## config.mk

```make
export PLATFORM = sky130hd
export DESIGN_NAME = calendar_clock_advance_flat
export DESIGN_NICKNAME = d
export VERILOG_FILES = /design/src/sv/cca_pkg.sv /design/src/sv/cca_in_if.sv /design/src/sv/cca_out_if.sv /design/src/sv/calendar_clock_advance.sv /design/src/sv/cca_ctrl.sv /design/src/sv/cca_dp.sv /design/src/flat_wrapper.sv
export SDC_FILE = /design/constraint.sdc
export NUM_CORES = 2
export LEC_CHECK = 0
export BUFFER_PORTS_ARGS = -buffer_cell sky130_fd_sc_hd__buf_4
export CAP_MARGIN = 10
export CORE_ASPECT_RATIO = 0.6
export CORE_UTILIZATION = 50
export DETAILED_ROUTE_END_ITERATION = 10
export GPL_TIMING_DRIVEN = 1
export PLACE_DENSITY_LB_ADDON = 0.25
export SETUP_SLACK_MARGIN = 0.05
export SYNTH_ARGS = -nofsm -noshare
export SYNTH_HDL_FRONTEND = slang
export SYNTH_SLANG_ARGS = --single-unit
```

## constraint.sdc

```tcl
create_clock -name clk_i -period 7.35 [get_ports clk_i]
set_input_delay 0.735 -clock clk_i [delete_from_list [all_inputs] [get_ports clk_i]]
set_output_delay 0.735 -clock clk_i [all_outputs]
set_load 0.005 [all_outputs]
```

## src/sv/cca_pkg.sv

```systemverilog
// Package for the calendar clock advance block.
// Holds the controller state type, command and status structs, register
// indexes, field widths and the month length helper. No dependencies.
`default_nettype none

package cca_pkg;

  // Field widths
  localparam int unsigned YearW    = 14;
  localparam int unsigned MonthW   = 4;
  localparam int unsigned DayW     = 5;
  localparam int unsigned HourW    = 5;
  localparam int unsigned MinuteW  = 6;
  localparam int unsigned WeekdayW = 3;
  localparam int unsigned ElapsedW = 32;
  localparam int unsigned CfgIdxW  = 3;
  localparam int unsigned CfgDataW = 14;

  // Arithmetic widths
  localparam int unsigned TotalW   = ElapsedW + 1;   // remainder plus elapsed
  localparam int unsigned RemW     = 16;             // ms below one minute
  localparam int unsigned QuotW    = 17;             // whole minutes in one item
  localparam int unsigned TmW      = 17;             // minute-of-day accumulator
  localparam int unsigned Mod400W  = 9;
  localparam int unsigned DivCntW  = 2;

  // Reciprocal division: 60000 = 1875 << 5, 400 = 25 << 4
  localparam int unsigned DivShW   = 5;
  localparam int unsigned T5W      = TotalW - DivShW;
  localparam int unsigned RecipW   = 29;
  localparam int unsigned ProdW    = T5W + RecipW;
  localparam int unsigned RecipSh  = 39;
  localparam int unsigned OddW     = 11;
  localparam int unsigned YrLoW    = 4;
  localparam int unsigned YrHiW    = YearW - YrLoW;
  localparam int unsigned YRecipW  = 11;
  localparam int unsigned YProdW   = YrHiW + YRecipW;
  localparam int unsigned YRecipSh = 15;
  localparam int unsigned Q25W     = 6;

  localparam logic [RecipW-1:0]    MsRecip       = 29'd293203101;  // ceil(2^39 / 1875)
  localparam logic [OddW-1:0]      MsOdd         = 11'd1875;
  localparam logic [YRecipW-1:0]   YearRecip     = 11'd1311;       // ceil(2^15 / 25)
  localparam logic [YrHiW-1:0]     YearOdd       = 10'd25;
  localparam logic [TmW-1:0]       MinPerDay     = 17'd1440;
  localparam logic [TmW-1:0]       MinPerHour    = 17'd60;
  localparam logic [YearW-1:0]     YearMax       = 14'd9999;
  localparam logic [Mod400W-1:0]   YearMaxMod400 = 9'd399;
  localparam logic [DivCntW-1:0]   DivStepMul    = 2'd0;
  localparam logic [DivCntW-1:0]   DivStepQuot   = 2'd1;
  localparam logic [DivCntW-1:0]   DivLastCnt    = 2'd2;
  localparam logic [WeekdayW-1:0]  WeekdayUnknown = 3'd7;
  localparam logic [WeekdayW-1:0]  WeekdaySunday  = 3'd6;
  localparam logic [MonthW:0]      LastMonth      = 5'd12;

  // Configuration register indexes
  typedef enum logic [CfgIdxW-1:0] {
    REG_BASE_YEAR    = 3'd0,
    REG_BASE_MONTH   = 3'd1,
    REG_BASE_DAY     = 3'd2,
    REG_BASE_HOUR    = 3'd3,
    REG_BASE_MINUTE  = 3'd4,
    REG_BASE_WEEKDAY = 3'd5,
    REG_DATE_VALID   = 3'd6,
    REG_CONFIGURED   = 3'd7
  } cca_reg_e;

  typedef enum logic [2:0] {
    ST_IDLE,
    ST_DIV,
    ST_SUM,
    ST_DAYS,
    ST_HOURS,
    ST_WRITE
  } cca_state_e;

  typedef struct packed {
    logic start;      // take the item, reload base on restart
    logic div_step;   // one stage of ms / 60000 and of year mod 400
    logic sum;        // form minute-of-day total
    logic day_step;   // take off one day, step the date
    logic hour_step;  // take off one hour
    logic min_set;    // leftover is the minute
    logic load_out;   // fill the output register
  } cca_cmd_t;

  typedef struct packed {
    logic configured;
    logic div_last;
    logic tm_ge_day;
    logic tm_ge_hour;
    logic out_full;
  } cca_status_t;

  // Days in a month; month 0 and months above 12 count as 31 days
  function automatic logic [DayW-1:0] month_len(input logic [MonthW-1:0] month,
                                                input logic leap);
    logic [DayW-1:0] len;
    case (month) inside
      4'd2:                     len = leap ? 5'd29 : 5'd28;
      4'd4, 4'd6, 4'd9, 4'd11:  len = 5'd30;
      default:                  len = 5'd31;
    endcase
    return len;
  endfunction

endpackage

`default_nettype wire

```

## src/sv/cca_in_if.sv

```systemverilog
// Query channel of the calendar clock advance block.
// Carries valid, ready and the query payload. Depends on cca_pkg.
`default_nettype none

interface cca_in_if;
  logic                              valid;
  logic                              ready;
  logic                              restart;
  logic [cca_pkg::ElapsedW-1:0]      elapsed_ms;

  modport source (output valid, restart, elapsed_ms, input ready);
  modport sink   (input valid, restart, elapsed_ms, output ready);
endinterface

`default_nettype wire

```

## src/sv/cca_out_if.sv

```systemverilog
// Result channel of the calendar clock advance block.
// Carries valid, ready and the calendar payload. Depends on cca_pkg.
`default_nettype none

interface cca_out_if;
  logic                              valid;
  logic                              ready;
  logic [cca_pkg::YearW-1:0]         year;
  logic [cca_pkg::MonthW-1:0]        month;
  logic [cca_pkg::DayW-1:0]          day;
  logic [cca_pkg::HourW-1:0]         hour;
  logic [cca_pkg::MinuteW-1:0]       minute;
  logic [cca_pkg::WeekdayW-1:0]      weekday;
  logic                              is_configured;

  modport source (output valid, year, month, day, hour, minute, weekday, is_configured,
                  input ready);
  modport sink   (input valid, year, month, day, hour, minute, weekday, is_configured,
                  output ready);
endinterface

`default_nettype wire

```

## src/sv/calendar_clock_advance.sv

```systemverilog
// Calendar clock advance: a Gregorian calendar clock that firmware queries.
// Each query item brings the milliseconds since the previous one (or a restart
// that reloads the set-up date and time first) and returns the current year,
// month, day, hour, minute and weekday. One item at a time is worked on: a
// configured query goes through accept, three stages of the reciprocal
// minute division, the minute-of-day sum, the day walk over each whole day,
// the hour walk over each hour of the day and the output write; an
// unconfigured query goes from accept straight to the output write. A
// finished result waits in an output register while the next item is taken;
// the next write waits while that result is still unread. Configuration is
// to be written only while no item is in flight; the block itself does not
// enforce it.
`default_nettype none

module calendar_clock_advance (
  input  wire logic                          clk_i,
  input  wire logic                          rst_ni,
  input  wire logic                          cfg_we_i,
  input  wire logic [cca_pkg::CfgIdxW-1:0]   cfg_idx_i,
  input  wire logic [cca_pkg::CfgDataW-1:0]  cfg_data_i,
  cca_in_if.sink                             in_ch,
  cca_out_if.source                          out_ch
);

  cca_pkg::cca_cmd_t    cmd;
  cca_pkg::cca_status_t status;

  cca_ctrl u_ctrl (
    .clk_i      (clk_i),
    .rst_ni     (rst_ni),
    .in_valid_i (in_ch.valid),
    .in_ready_o (in_ch.ready),
    .status_i   (status),
    .cmd_o      (cmd)
  );

  cca_dp u_dp (
    .clk_i           (clk_i),
    .rst_ni          (rst_ni),
    .cfg_we_i        (cfg_we_i),
    .cfg_idx_i       (cfg_idx_i),
    .cfg_data_i      (cfg_data_i),
    .restart_i       (in_ch.restart),
    .elapsed_ms_i    (in_ch.elapsed_ms),
    .out_valid_o     (out_ch.valid),
    .out_ready_i     (out_ch.ready),
    .year_o          (out_ch.year),
    .month_o         (out_ch.month),
    .day_o           (out_ch.day),
    .hour_o          (out_ch.hour),
    .minute_o        (out_ch.minute),
    .weekday_o       (out_ch.weekday),
    .is_configured_o (out_ch.is_configured),
    .cmd_i           (cmd),
    .status_o        (status)
  );

endmodule

`default_nettype wire

```

## src/sv/cca_ctrl.sv

```systemverilog
// Controller of the calendar clock advance block.
// Sequences divide, sum, day walk, hour walk and output write. Depends on cca_pkg.
`default_nettype none

module cca_ctrl (
  input  wire logic                 clk_i,
  input  wire logic                 rst_ni,
  input  wire logic                 in_valid_i,
  output logic                      in_ready_o,
  input  wire cca_pkg::cca_status_t status_i,
  output cca_pkg::cca_cmd_t         cmd_o
);

  cca_pkg::cca_state_e state_q, state_d;

  // State register
  always_ff @(posedge clk_i or negedge rst_ni) begin
    if (!rst_ni) begin
      state_q <= cca_pkg::ST_IDLE;
    end else begin
      state_q <= state_d;
    end
  end

  // Next state and commands
  always_comb begin
    state_d    = state_q;
    cmd_o      = '0;
    in_ready_o = 1'b0;
    unique case (state_q)
      cca_pkg::ST_IDLE: begin
        in_ready_o = 1'b1;
        if (in_valid_i) begin
          cmd_o.start = 1'b1;
          state_d     = status_i.configured ? cca_pkg::ST_DIV : cca_pkg::ST_WRITE;
        end
      end
      cca_pkg::ST_DIV: begin
        cmd_o.div_step = 1'b1;
        if (status_i.div_last) begin
          state_d = cca_pkg::ST_SUM;
        end
      end
      cca_pkg::ST_SUM: begin
        cmd_o.sum = 1'b1;
        state_d   = cca_pkg::ST_DAYS;
      end
      cca_pkg::ST_DAYS: begin
        if (status_i.tm_ge_day) begin
          cmd_o.day_step = 1'b1;
        end else begin
          state_d = cca_pkg::ST_HOURS;
        end
      end
      cca_pkg::ST_HOURS: begin
        if (status_i.tm_ge_hour) begin
          cmd_o.hour_step = 1'b1;
        end else begin
          cmd_o.min_set = 1'b1;
          state_d       = cca_pkg::ST_WRITE;
        end
      end
      cca_pkg::ST_WRITE: begin
        if (!status_i.out_full) begin
          cmd_o.load_out = 1'b1;
          state_d        = cca_pkg::ST_IDLE;
        end
      end
      default: begin
        state_d = cca_pkg::ST_IDLE;
      end
    endcase
  end

endmodule

`default_nettype wire

```

## src/sv/cca_dp.sv

```systemverilog
// Datapath of the calendar clock advance block: configuration registers,
// running calendar, reciprocal minute divider, day stepper and output register.
// Depends on cca_pkg.
`default_nettype none

module cca_dp (
  input  wire logic                          clk_i,
  input  wire logic                          rst_ni,
  // configuration write port
  input  wire logic                          cfg_we_i,
  input  wire logic [cca_pkg::CfgIdxW-1:0]   cfg_idx_i,
  input  wire logic [cca_pkg::CfgDataW-1:0]  cfg_data_i,
  // query payload
  input  wire logic                          restart_i,
  input  wire logic [cca_pkg::ElapsedW-1:0]  elapsed_ms_i,
  // result channel
  output logic                               out_valid_o,
  input  wire logic                          out_ready_i,
  output logic [cca_pkg::YearW-1:0]          year_o,
  output logic [cca_pkg::MonthW-1:0]         month_o,
  output logic [cca_pkg::DayW-1:0]           day_o,
  output logic [cca_pkg::HourW-1:0]          hour_o,
  output logic [cca_pkg::MinuteW-1:0]        minute_o,
  output logic [cca_pkg::WeekdayW-1:0]       weekday_o,
  output logic                               is_configured_o,
  // controller
  input  wire cca_pkg::cca_cmd_t             cmd_i,
  output cca_pkg::cca_status_t               status_o
);

  // Configuration registers
  logic [cca_pkg::YearW-1:0]    base_year_q;
  logic [cca_pkg::MonthW-1:0]   base_month_q;
  logic [cca_pkg::DayW-1:0]     base_day_q;
  logic [cca_pkg::HourW-1:0]    base_hour_q;
  logic [cca_pkg::MinuteW-1:0]  base_minute_q;
  logic [cca_pkg::WeekdayW-1:0] base_weekday_q;
  logic                         date_valid_q;
  logic                         configured_q;

  // Running calendar
  logic [cca_pkg::RemW-1:0]     rem_q;
  logic [cca_pkg::YearW-1:0]    cur_year_q;
  logic [cca_pkg::MonthW-1:0]   cur_month_q;
  logic [cca_pkg::DayW-1:0]     cur_day_q;
  logic [cca_pkg::HourW-1:0]    cur_hour_q;
  logic [cca_pkg::MinuteW-1:0]  cur_minute_q;
  logic [cca_pkg::WeekdayW-1:0] cur_weekday_q;

  // Work registers
  logic [cca_pkg::TotalW-1:0]   div_q;
  logic [cca_pkg::ProdW-1:0]    prod_q;
  logic [cca_pkg::QuotW-1:0]    quot_q;
  logic [cca_pkg::RemW-1:0]     divr_q;
  logic [cca_pkg::DivCntW-1:0]  cnt_q;
  logic [cca_pkg::YearW-1:0]    yr_q;
  logic [cca_pkg::YProdW-1:0]   yprod_q;
  logic [cca_pkg::Q25W-1:0]     q25_q;
  logic [cca_pkg::Mod400W-1:0]  m400_q;
  logic [cca_pkg::TmW-1:0]      tm_q;

  // Output register
  logic                         out_valid_q;

  always_ff @(posedge clk_i or negedge rst_ni) begin
    if (!rst_ni) begin
      base_year_q    <= '0;
      base_month_q   <= 4'd1;
      base_day_q     <= 5'd1;
      base_hour_q    <= '0;
      base_minute_q  <= '0;
      base_weekday_q <= cca_pkg::WeekdayUnknown;
      date_valid_q   <= 1'b0;
      configured_q   <= 1'b0;
    end else if (cfg_we_i) begin
      unique case (cca_pkg::cca_reg_e'(cfg_idx_i))
        cca_pkg::REG_BASE_YEAR:    base_year_q    <= cfg_data_i[cca_pkg::YearW-1:0];
        cca_pkg::REG_BASE_MONTH:   base_month_q   <= cfg_data_i[cca_pkg::MonthW-1:0];
        cca_pkg::REG_BASE_DAY:     base_day_q     <= cfg_data_i[cca_pkg::DayW-1:0];
        cca_pkg::REG_BASE_HOUR:    base_hour_q    <= cfg_data_i[cca_pkg::HourW-1:0];
        cca_pkg::REG_BASE_MINUTE:  base_minute_q  <= cfg_data_i[cca_pkg::MinuteW-1:0];
        cca_pkg::REG_BASE_WEEKDAY: base_weekday_q <= cfg_data_i[cca_pkg::WeekdayW-1:0];
        cca_pkg::REG_DATE_VALID:   date_valid_q   <= cfg_data_i[0];
        cca_pkg::REG_CONFIGURED:   configured_q   <= cfg_data_i[0];
        default: ;
      endcase
    end
  end

  // Minute division: drop the five low bits, multiply by the reciprocal of 1875
  logic [cca_pkg::T5W-1:0]      t5;
  logic [cca_pkg::T5W-1:0]      rem_hi;
  assign t5     = div_q[cca_pkg::TotalW-1:cca_pkg::DivShW];
  assign rem_hi = t5 - cca_pkg::T5W'(quot_q) * cca_pkg::T5W'(cca_pkg::MsOdd);

  // Year mod 400: drop the four low bits, multiply by the reciprocal of 25
  logic [cca_pkg::YrHiW-1:0]    yr_hi;
  logic [cca_pkg::YrHiW-1:0]    r25;
  logic [cca_pkg::Mod400W-1:0]  m400_div;
  assign yr_hi    = yr_q[cca_pkg::YearW-1:cca_pkg::YrLoW];
  assign r25      = yr_hi - cca_pkg::YrHiW'(q25_q) * cca_pkg::YearOdd;
  assign m400_div = {r25[cca_pkg::Mod400W-cca_pkg::YrLoW-1:0], yr_q[cca_pkg::YrLoW-1:0]};

  // Item start values
  logic [cca_pkg::RemW-1:0]     rem_eff;
  logic [cca_pkg::TotalW-1:0]   total;
  assign rem_eff = restart_i ? '0 : rem_q;
  assign total   = {{(cca_pkg::TotalW-cca_pkg::RemW){1'b0}}, rem_eff}
                 + {1'b0, elapsed_ms_i};

  // Minute-of-day total
  logic [cca_pkg::TmW-1:0]      tm_sum;
  assign tm_sum = cca_pkg::TmW'(cur_hour_q) * cca_pkg::MinPerHour
                + cca_pkg::TmW'(cur_minute_q)
                + quot_q;

  // Day step
  logic                         leap;
  logic                         cent;
  logic [cca_pkg::DayW-1:0]     day_inc;
  logic                         month_end;
  logic [cca_pkg::MonthW:0]     month_inc;
  logic                         year_sat;

  assign cent      = (m400_q == 9'd0) || (m400_q == 9'd100)
                  || (m400_q == 9'd200) || (m400_q == 9'd300);
  assign leap      = ((cur_year_q[1:0] == 2'd0) && !cent) || (m400_q == 9'd0);
  assign day_inc   = cur_day_q + 5'd1;
  assign month_end = (day_inc == '0)
                  || (day_inc > cca_pkg::month_len(cur_month_q, leap));
  assign month_inc = {1'b0, cur_month_q} + 5'd1;
  assign year_sat  = (cur_year_q >= cca_pkg::YearMax);

  // Running calendar and work registers
  always_ff @(posedge clk_i or negedge rst_ni) begin
    if (!rst_ni) begin
      rem_q         <= '0;
      cur_year_q    <= '0;
      cur_month_q   <= 4'd1;
      cur_day_q     <= 5'd1;
      cur_hour_q    <= '0;
      cur_minute_q  <= '0;
      cur_weekday_q <= cca_pkg::WeekdayUnknown;
      cnt_q         <= '0;
      m400_q        <= '0;
    end else begin
      if (cmd_i.start) begin
        // reload base on restart
        if (restart_i) begin
          rem_q         <= '0;
          cur_year_q    <= base_year_q;
          cur_month_q   <= base_month_q;
          cur_day_q     <= base_day_q;
          cur_hour_q    <= base_hour_q;
          cur_minute_q  <= base_minute_q;
          cur_weekday_q <= base_weekday_q;
        end
        cnt_q  <= '0;
        m400_q <= '0;
      end
      if (cmd_i.div_step) begin
        cnt_q <= cnt_q + 2'd1;
        if (cnt_q == cca_pkg::DivLastCnt) begin
          m400_q <= m400_div;
        end
      end
      if (cmd_i.sum) begin
        rem_q      <= divr_q;
        cur_hour_q <= '0;
      end
      if (cmd_i.day_step && date_valid_q) begin
        if (month_end) begin
          cur_day_q <= 5'd1;
          if (month_inc > cca_pkg::LastMonth) begin
            cur_month_q <= 4'd1;
            if (year_sat) begin
              cur_year_q <= cca_pkg::YearMax;
              m400_q     <= cca_pkg::YearMaxMod400;
            end else begin
              cur_year_q <= cur_year_q + 14'd1;
              m400_q     <= (m400_q == cca_pkg::YearMaxMod400) ? '0 : m400_q + 9'd1;
            end
          end else begin
            cur_month_q <= month_inc[cca_pkg::MonthW-1:0];
          end
        end else begin
          cur_day_q <= day_inc;
        end
        // rotate a known weekday
        if (cur_weekday_q != cca_pkg::WeekdayUnknown) begin
          cur_weekday_q <= (cur_weekday_q == cca_pkg::WeekdaySunday) ? '0
                                                                     : cur_weekday_q + 3'd1;
        end
      end
      if (cmd_i.hour_step) begin
        cur_hour_q <= cur_hour_q + 5'd1;
      end
      if (cmd_i.min_set) begin
        cur_minute_q <= tm_q[cca_pkg::MinuteW-1:0];
      end
    end
  end

  // Payload work registers: multiply, take quotient, form remainder, year mod 400, minute-of-day walk
  always_ff @(posedge clk_i) begin
    if (cmd_i.start) begin
      div_q <= total;
      yr_q  <= restart_i ? base_year_q : cur_year_q;
    end
    if (cmd_i.div_step) begin
      if (cnt_q == cca_pkg::DivStepMul) begin
        prod_q  <= cca_pkg::ProdW'(t5) * cca_pkg::ProdW'(cca_pkg::MsRecip);
        yprod_q <= cca_pkg::YProdW'(yr_hi) * cca_pkg::YProdW'(cca_pkg::YearRecip);
      end
      if (cnt_q == cca_pkg::DivStepQuot) begin
        quot_q <= prod_q[cca_pkg::RecipSh +: cca_pkg::QuotW];
        q25_q  <= yprod_q[cca_pkg::YRecipSh +: cca_pkg::Q25W];
      end
      if (cnt_q == cca_pkg::DivLastCnt) begin
        divr_q <= {rem_hi[cca_pkg::OddW-1:0], div_q[cca_pkg::DivShW-1:0]};
      end
    end
    if (cmd_i.sum) begin
      tm_q <= tm_sum;
    end else if (cmd_i.day_step) begin
      tm_q <= tm_q - cca_pkg::MinPerDay;
    end else if (cmd_i.hour_step) begin
      tm_q <= tm_q - cca_pkg::MinPerHour;
    end
  end

  // Output register: hold until taken
  always_ff @(posedge clk_i or negedge rst_ni) begin
    if (!rst_ni) begin
      out_valid_q <= 1'b0;
    end else if (cmd_i.load_out) begin
      out_valid_q <= 1'b1;
    end else if (out_ready_i) begin
      out_valid_q <= 1'b0;
    end
  end

  always_ff @(posedge clk_i) begin
    if (cmd_i.load_out) begin
      is_configured_o <= configured_q;
      if (configured_q) begin
        year_o    <= cur_year_q;
        month_o   <= cur_month_q;
        day_o     <= cur_day_q;
        hour_o    <= cur_hour_q;
        minute_o  <= cur_minute_q;
        weekday_o <= cur_weekday_q;
      end else begin
        year_o    <= base_year_q;
        month_o   <= base_month_q;
        day_o     <= base_day_q;
        hour_o    <= base_hour_q;
        minute_o  <= base_minute_q;
        weekday_o <= base_weekday_q;
      end
    end
  end

  assign out_valid_o = out_valid_q;

  // Status to the controller
  assign status_o.configured = configured_q;
  assign status_o.div_last   = (cnt_q == cca_pkg::DivLastCnt);
  assign status_o.tm_ge_day  = (tm_q >= cca_pkg::MinPerDay);
  assign status_o.tm_ge_hour = (tm_q >= cca_pkg::MinPerHour);
  assign status_o.out_full   = out_valid_q && !out_ready_i;

endmodule

`default_nettype wire
```

## src/flat_wrapper.sv

```systemverilog
// flat-port wrapper written by rule: the top's interface ports become plain ports
module calendar_clock_advance_flat 
  (clk_i, rst_ni, cfg_we_i, cfg_idx_i, cfg_data_i, in_ch_valid, in_ch_restart, in_ch_elapsed_ms, in_ch_ready, out_ch_valid, out_ch_year, out_ch_month, out_ch_day, out_ch_hour, out_ch_minute, out_ch_weekday, out_ch_is_configured, out_ch_ready);
  cca_in_if in_ch_i ();
  cca_out_if out_ch_i ();
  input  wire logic clk_i;
  input  wire logic rst_ni;
  input  wire logic cfg_we_i;
  input  wire logic [cca_pkg::CfgIdxW-1:0] cfg_idx_i;
  input  wire logic [cca_pkg::CfgDataW-1:0] cfg_data_i;
  input wire logic [$bits(in_ch_i.valid)-1:0] in_ch_valid;
  input wire logic [$bits(in_ch_i.restart)-1:0] in_ch_restart;
  input wire logic [$bits(in_ch_i.elapsed_ms)-1:0] in_ch_elapsed_ms;
  output wire logic [$bits(in_ch_i.ready)-1:0] in_ch_ready;
  output wire logic [$bits(out_ch_i.valid)-1:0] out_ch_valid;
  output wire logic [$bits(out_ch_i.year)-1:0] out_ch_year;
  output wire logic [$bits(out_ch_i.month)-1:0] out_ch_month;
  output wire logic [$bits(out_ch_i.day)-1:0] out_ch_day;
  output wire logic [$bits(out_ch_i.hour)-1:0] out_ch_hour;
  output wire logic [$bits(out_ch_i.minute)-1:0] out_ch_minute;
  output wire logic [$bits(out_ch_i.weekday)-1:0] out_ch_weekday;
  output wire logic [$bits(out_ch_i.is_configured)-1:0] out_ch_is_configured;
  input wire logic [$bits(out_ch_i.ready)-1:0] out_ch_ready;
  assign in_ch_i.valid = in_ch_valid;
  assign in_ch_i.restart = in_ch_restart;
  assign in_ch_i.elapsed_ms = in_ch_elapsed_ms;
  assign in_ch_ready = in_ch_i.ready;
  assign out_ch_valid = out_ch_i.valid;
  assign out_ch_year = out_ch_i.year;
  assign out_ch_month = out_ch_i.month;
  assign out_ch_day = out_ch_i.day;
  assign out_ch_hour = out_ch_i.hour;
  assign out_ch_minute = out_ch_i.minute;
  assign out_ch_weekday = out_ch_i.weekday;
  assign out_ch_is_configured = out_ch_i.is_configured;
  assign out_ch_i.ready = out_ch_ready;
  calendar_clock_advance u_core (.clk_i(clk_i), .rst_ni(rst_ni), .cfg_we_i(cfg_we_i), .cfg_idx_i(cfg_idx_i), .cfg_data_i(cfg_data_i), .in_ch(in_ch_i), .out_ch(out_ch_i));
endmodule
```

==> impl_metrics.ini <==
[outcome]
status = finished, final reports clean

[floorplan]
num_io_pins = 95
fp.dieH_microns = 191.8
placementRows = 69
floorplan.initialDensity = 0.5067
die-width_microns = 318.3
die_area_sq_um = 61040
core_box_area_sq_um = 59220

[finish]
utilization = 0.5600
syn2layout_area_growth_pct = 10.51
drive_above_1_share = 0.1198
multi_input_comb_area_sq_um = 19700
mostFrequentLayoutCell = sky130_fd_sc_hd__inv_1
seq_area_sq_um = 7555
mostFrequentLayoutCells = sky130_fd_sc_hd__inv_1, sky130_fd_sc_hd__ha_1, sky130_fd_sc_hd__fa_1, sky130_fd_sc_hd__buf_4, sky130_fd_sc_hd__edfxtp_1
nets = 3876
antenna_cells = 0
n_fill_cell = 5137

[synth]
synth_compound_area_frac = 0.06783
synth_top_family_by_area = adder cells
synthMuxAreaShare = 0.03327
synthSimpleGateAreaFrac = 0.06637
seq_area_frac_synth = 0.2517
synth.distinct_cells = 83
netlist_area_sq_um = 30010
synth_warnings = 0
synth-adder-area-share = 0.4518
syn_inst = 2801
postSynth.asyncResetShare = 0.3978
synth-edff-count = 162
synth_xor_xnor_area_share = 0.03502
syn-num-nets = 3710
dominantRegCellSynth = sky130_fd_sc_hd__edfxtp_1
postSynthRegisterBits = 269
syn_avg_cell_area_sq_um = 10.71

[timing]
worst_clock_skew_ps = 31.62
setup_violations = 0
worstMarginPinSlew_ps = 906.1
timing_hold_violations_final = 0
timing_max_transition_violations_final = 0
max_freq_mhz = 140.5
grt_setup_unrepaired = no
timing.final.ws_setup_ps = 233.8
finalCritPeriodShare = 0.9682
setup_tns_ps = 0
layout_min_cycle_time_ps = 7116
max-slew-margin-rel = 0.3959

[routing]
drc = 0
detail_route.wl_per_cell_microns = 20.02
via_count = 20110
viasPerCell = 5.334
detailedRoute.firstPassIterationCount = 5
finalWirelength_microns = 75470
route.antenna.remaining_nets = 0
drt-initial-drc-count = 1546

[global_routing]
grt_pass1_wl_microns = 118700
globalRoute.totalOverflow = 0
gr-usage-all-layers = 0.2540
grt_pass1_vias = 20960
antenna_found_initial = 1
largest_net_degree_at_the_start_of_global_routing = 70

[setup_path]
cp_slowest_stage_delay_ps = 550
critical_path_buf_inv_count = 6
cp_max_fo = 7
timing.critical_path.mode_cell = sky130_fd_sc_hd__fa_1
worst-endpoint-required_ps = 7670
worstSetupStartpointType = flop
worstSetupPathType = flop to flop
path_delay_family = adder cells
arrival_ps = 7440
capturing_element_type_of_the_critical_path = flop
cp_slowest_cell = sky130_fd_sc_hd__fa_1

[job]
maxCapViolCount = 0

[clocking]
clk_path_buf_depth = 3
tritoncts_clock_tree = done
clock_tree_root_buffer_cell = sky130_fd_sc_hd__clkbuf_16
worst_setup_hold_path_clk_slew_ps = 70
cts_num_sinks = 269
ctsHtreeMaxLevel = 1
cts_inserted_buffers = 29
insertion_delay_ps = 570

[placed_design]
gp_routability_congestion = 1.027
place_hpwl_microns = 64010
port_buffer_count = 94
preCtsSetupSlack_ps = 149.7

[hold_path]
min_path_type = primary input to async pin
[timing repair]
item,CTS,global route
gates resized for setup,0,20
hold buffers,0,0
setup buffers,0,7
setup endpoints to repair,0,9
[layer usage]
metal | vias up | GRT usage | part of all wire
met5 | - | 0 | 0
met4 | 0 | 0.03475 | 0.012
met3 | 56 | 0.08551 | 0.11
met2 | 591 | 0.3514 | 0.40
met1 | 10090 | 0.3882 | 0.48
li1 | 9376 | - | -
[path summary, 6_finish.rpt]
kind,startpoint,to,slack [ps],cells past startpoint
worst max register to register,u_core.u_dp.div_q[30],u_core.u_dp.prod_q[52],230,25
worst min-delay path,rst_ni,u_core.u_dp.base_year_q[11],160,1
min in group clk_i,cfg_data_i[13],u_core.u_dp.base_year_q[13],410,2
worst max-delay path,u_core.u_dp.div_q[30],u_core.u_dp.prod_q[52],230,25
worst min register to register,u_core.u_dp.prod_q[40],u_core.u_dp.quot_q[1],420,0
max in group asynchronous,rst_ni,u_core.u_dp.rem_q[13],5880,2
[cell type report]
type,count,area share
Clock inverter,12,0.003509
Multi-Input combinational cell,1784,0.5941
Tap cell,781,0.02946
Sequential cell,269,0.2278
Inverter,709,0.08024
Clock buffer,41,0.02509
Timing Repair Buffer,174,0.03984
[flip-flops by register name, indices dropped and copies added (netlist names), 14 cells and up]
name,cells
u_core.u_dp.yr_q,14
u_core.u_dp.quot_q,17
u_core.u_dp.cur_year_q,14
u_core.u_dp.divr_q,16
u_core.u_dp.base_year_q,14
u_core.u_dp.rem_q,16
u_core.u_dp.prod_q,17
u_core.u_dp.div_q,33
u_core.u_dp.tm_q,17
u_core.u_dp.year_o,14
[stage by stage]
step	instances	hold slack [ps]	cell area (sq um)
after floorplan	2801	400.3	30010
after global placement	3710	402.9	32090
after detailed placement	3710	404.5	32090
after CTS	3763	167.4	33040
after global routing	3770	189.9	33170
final	3770	162.8	33170
[cells by family after synthesis]
kind of cell             after synthesis
adder cells (fa/ha/maj)              854
buffers and inverters                748
AND/OR/NAND/NOR                      405
AO/OA/AOI/OAI                        316
flip-flops                           269
XOR/XNOR                             120
multiplexers                          89
[synth_stat cells (all sizes together) (5+ instances only)]
cell type / count / area (sq um)
xor2: 37 / 324.1
buf: 5 / 28.78
o21bai: 11 / 82.58
o21a: 11 / 82.58
nand2b: 9 / 56.30
nor3: 30 / 155.1
mux2: 86 / 968.4
o31ai: 5 / 37.54
and3: 18 / 117.6
a31oi: 11 / 68.82
a21o: 24 / 180.2
a22oi: 9 / 67.56
edfxtp: 162 / 4865
nor3b: 10 / 75.07
xnor2: 83 / 727.0
clkbuf: 34 / 128.9
dfstp: 10 / 262.8
or3: 7 / 43.79
nand2: 134 / 513.0
nor2: 85 / 324.1
o22ai: 8 / 50.05
nand3: 29 / 145.1
nor4: 6 / 37.54
and2: 15 / 93.84
fa: 383 / 7667
dfrtp: 97 / 2427
or2: 6 / 37.54
nor2b: 29 / 181.4
o21ai: 94 / 470.5
a221o: 11 / 110.1
a221oi: 6 / 52.55
ha: 471 / 5893
a211oi: 9 / 72.57
inv: 708 / 2658
a21oi: 77 / 389.1
nand4: 11 / 68.82
o211ai: 7 / 52.55
Power is left out: the tool's default activity adds up to more than one toggle a clock period on the data nets, which glitch-free logic cannot reach.
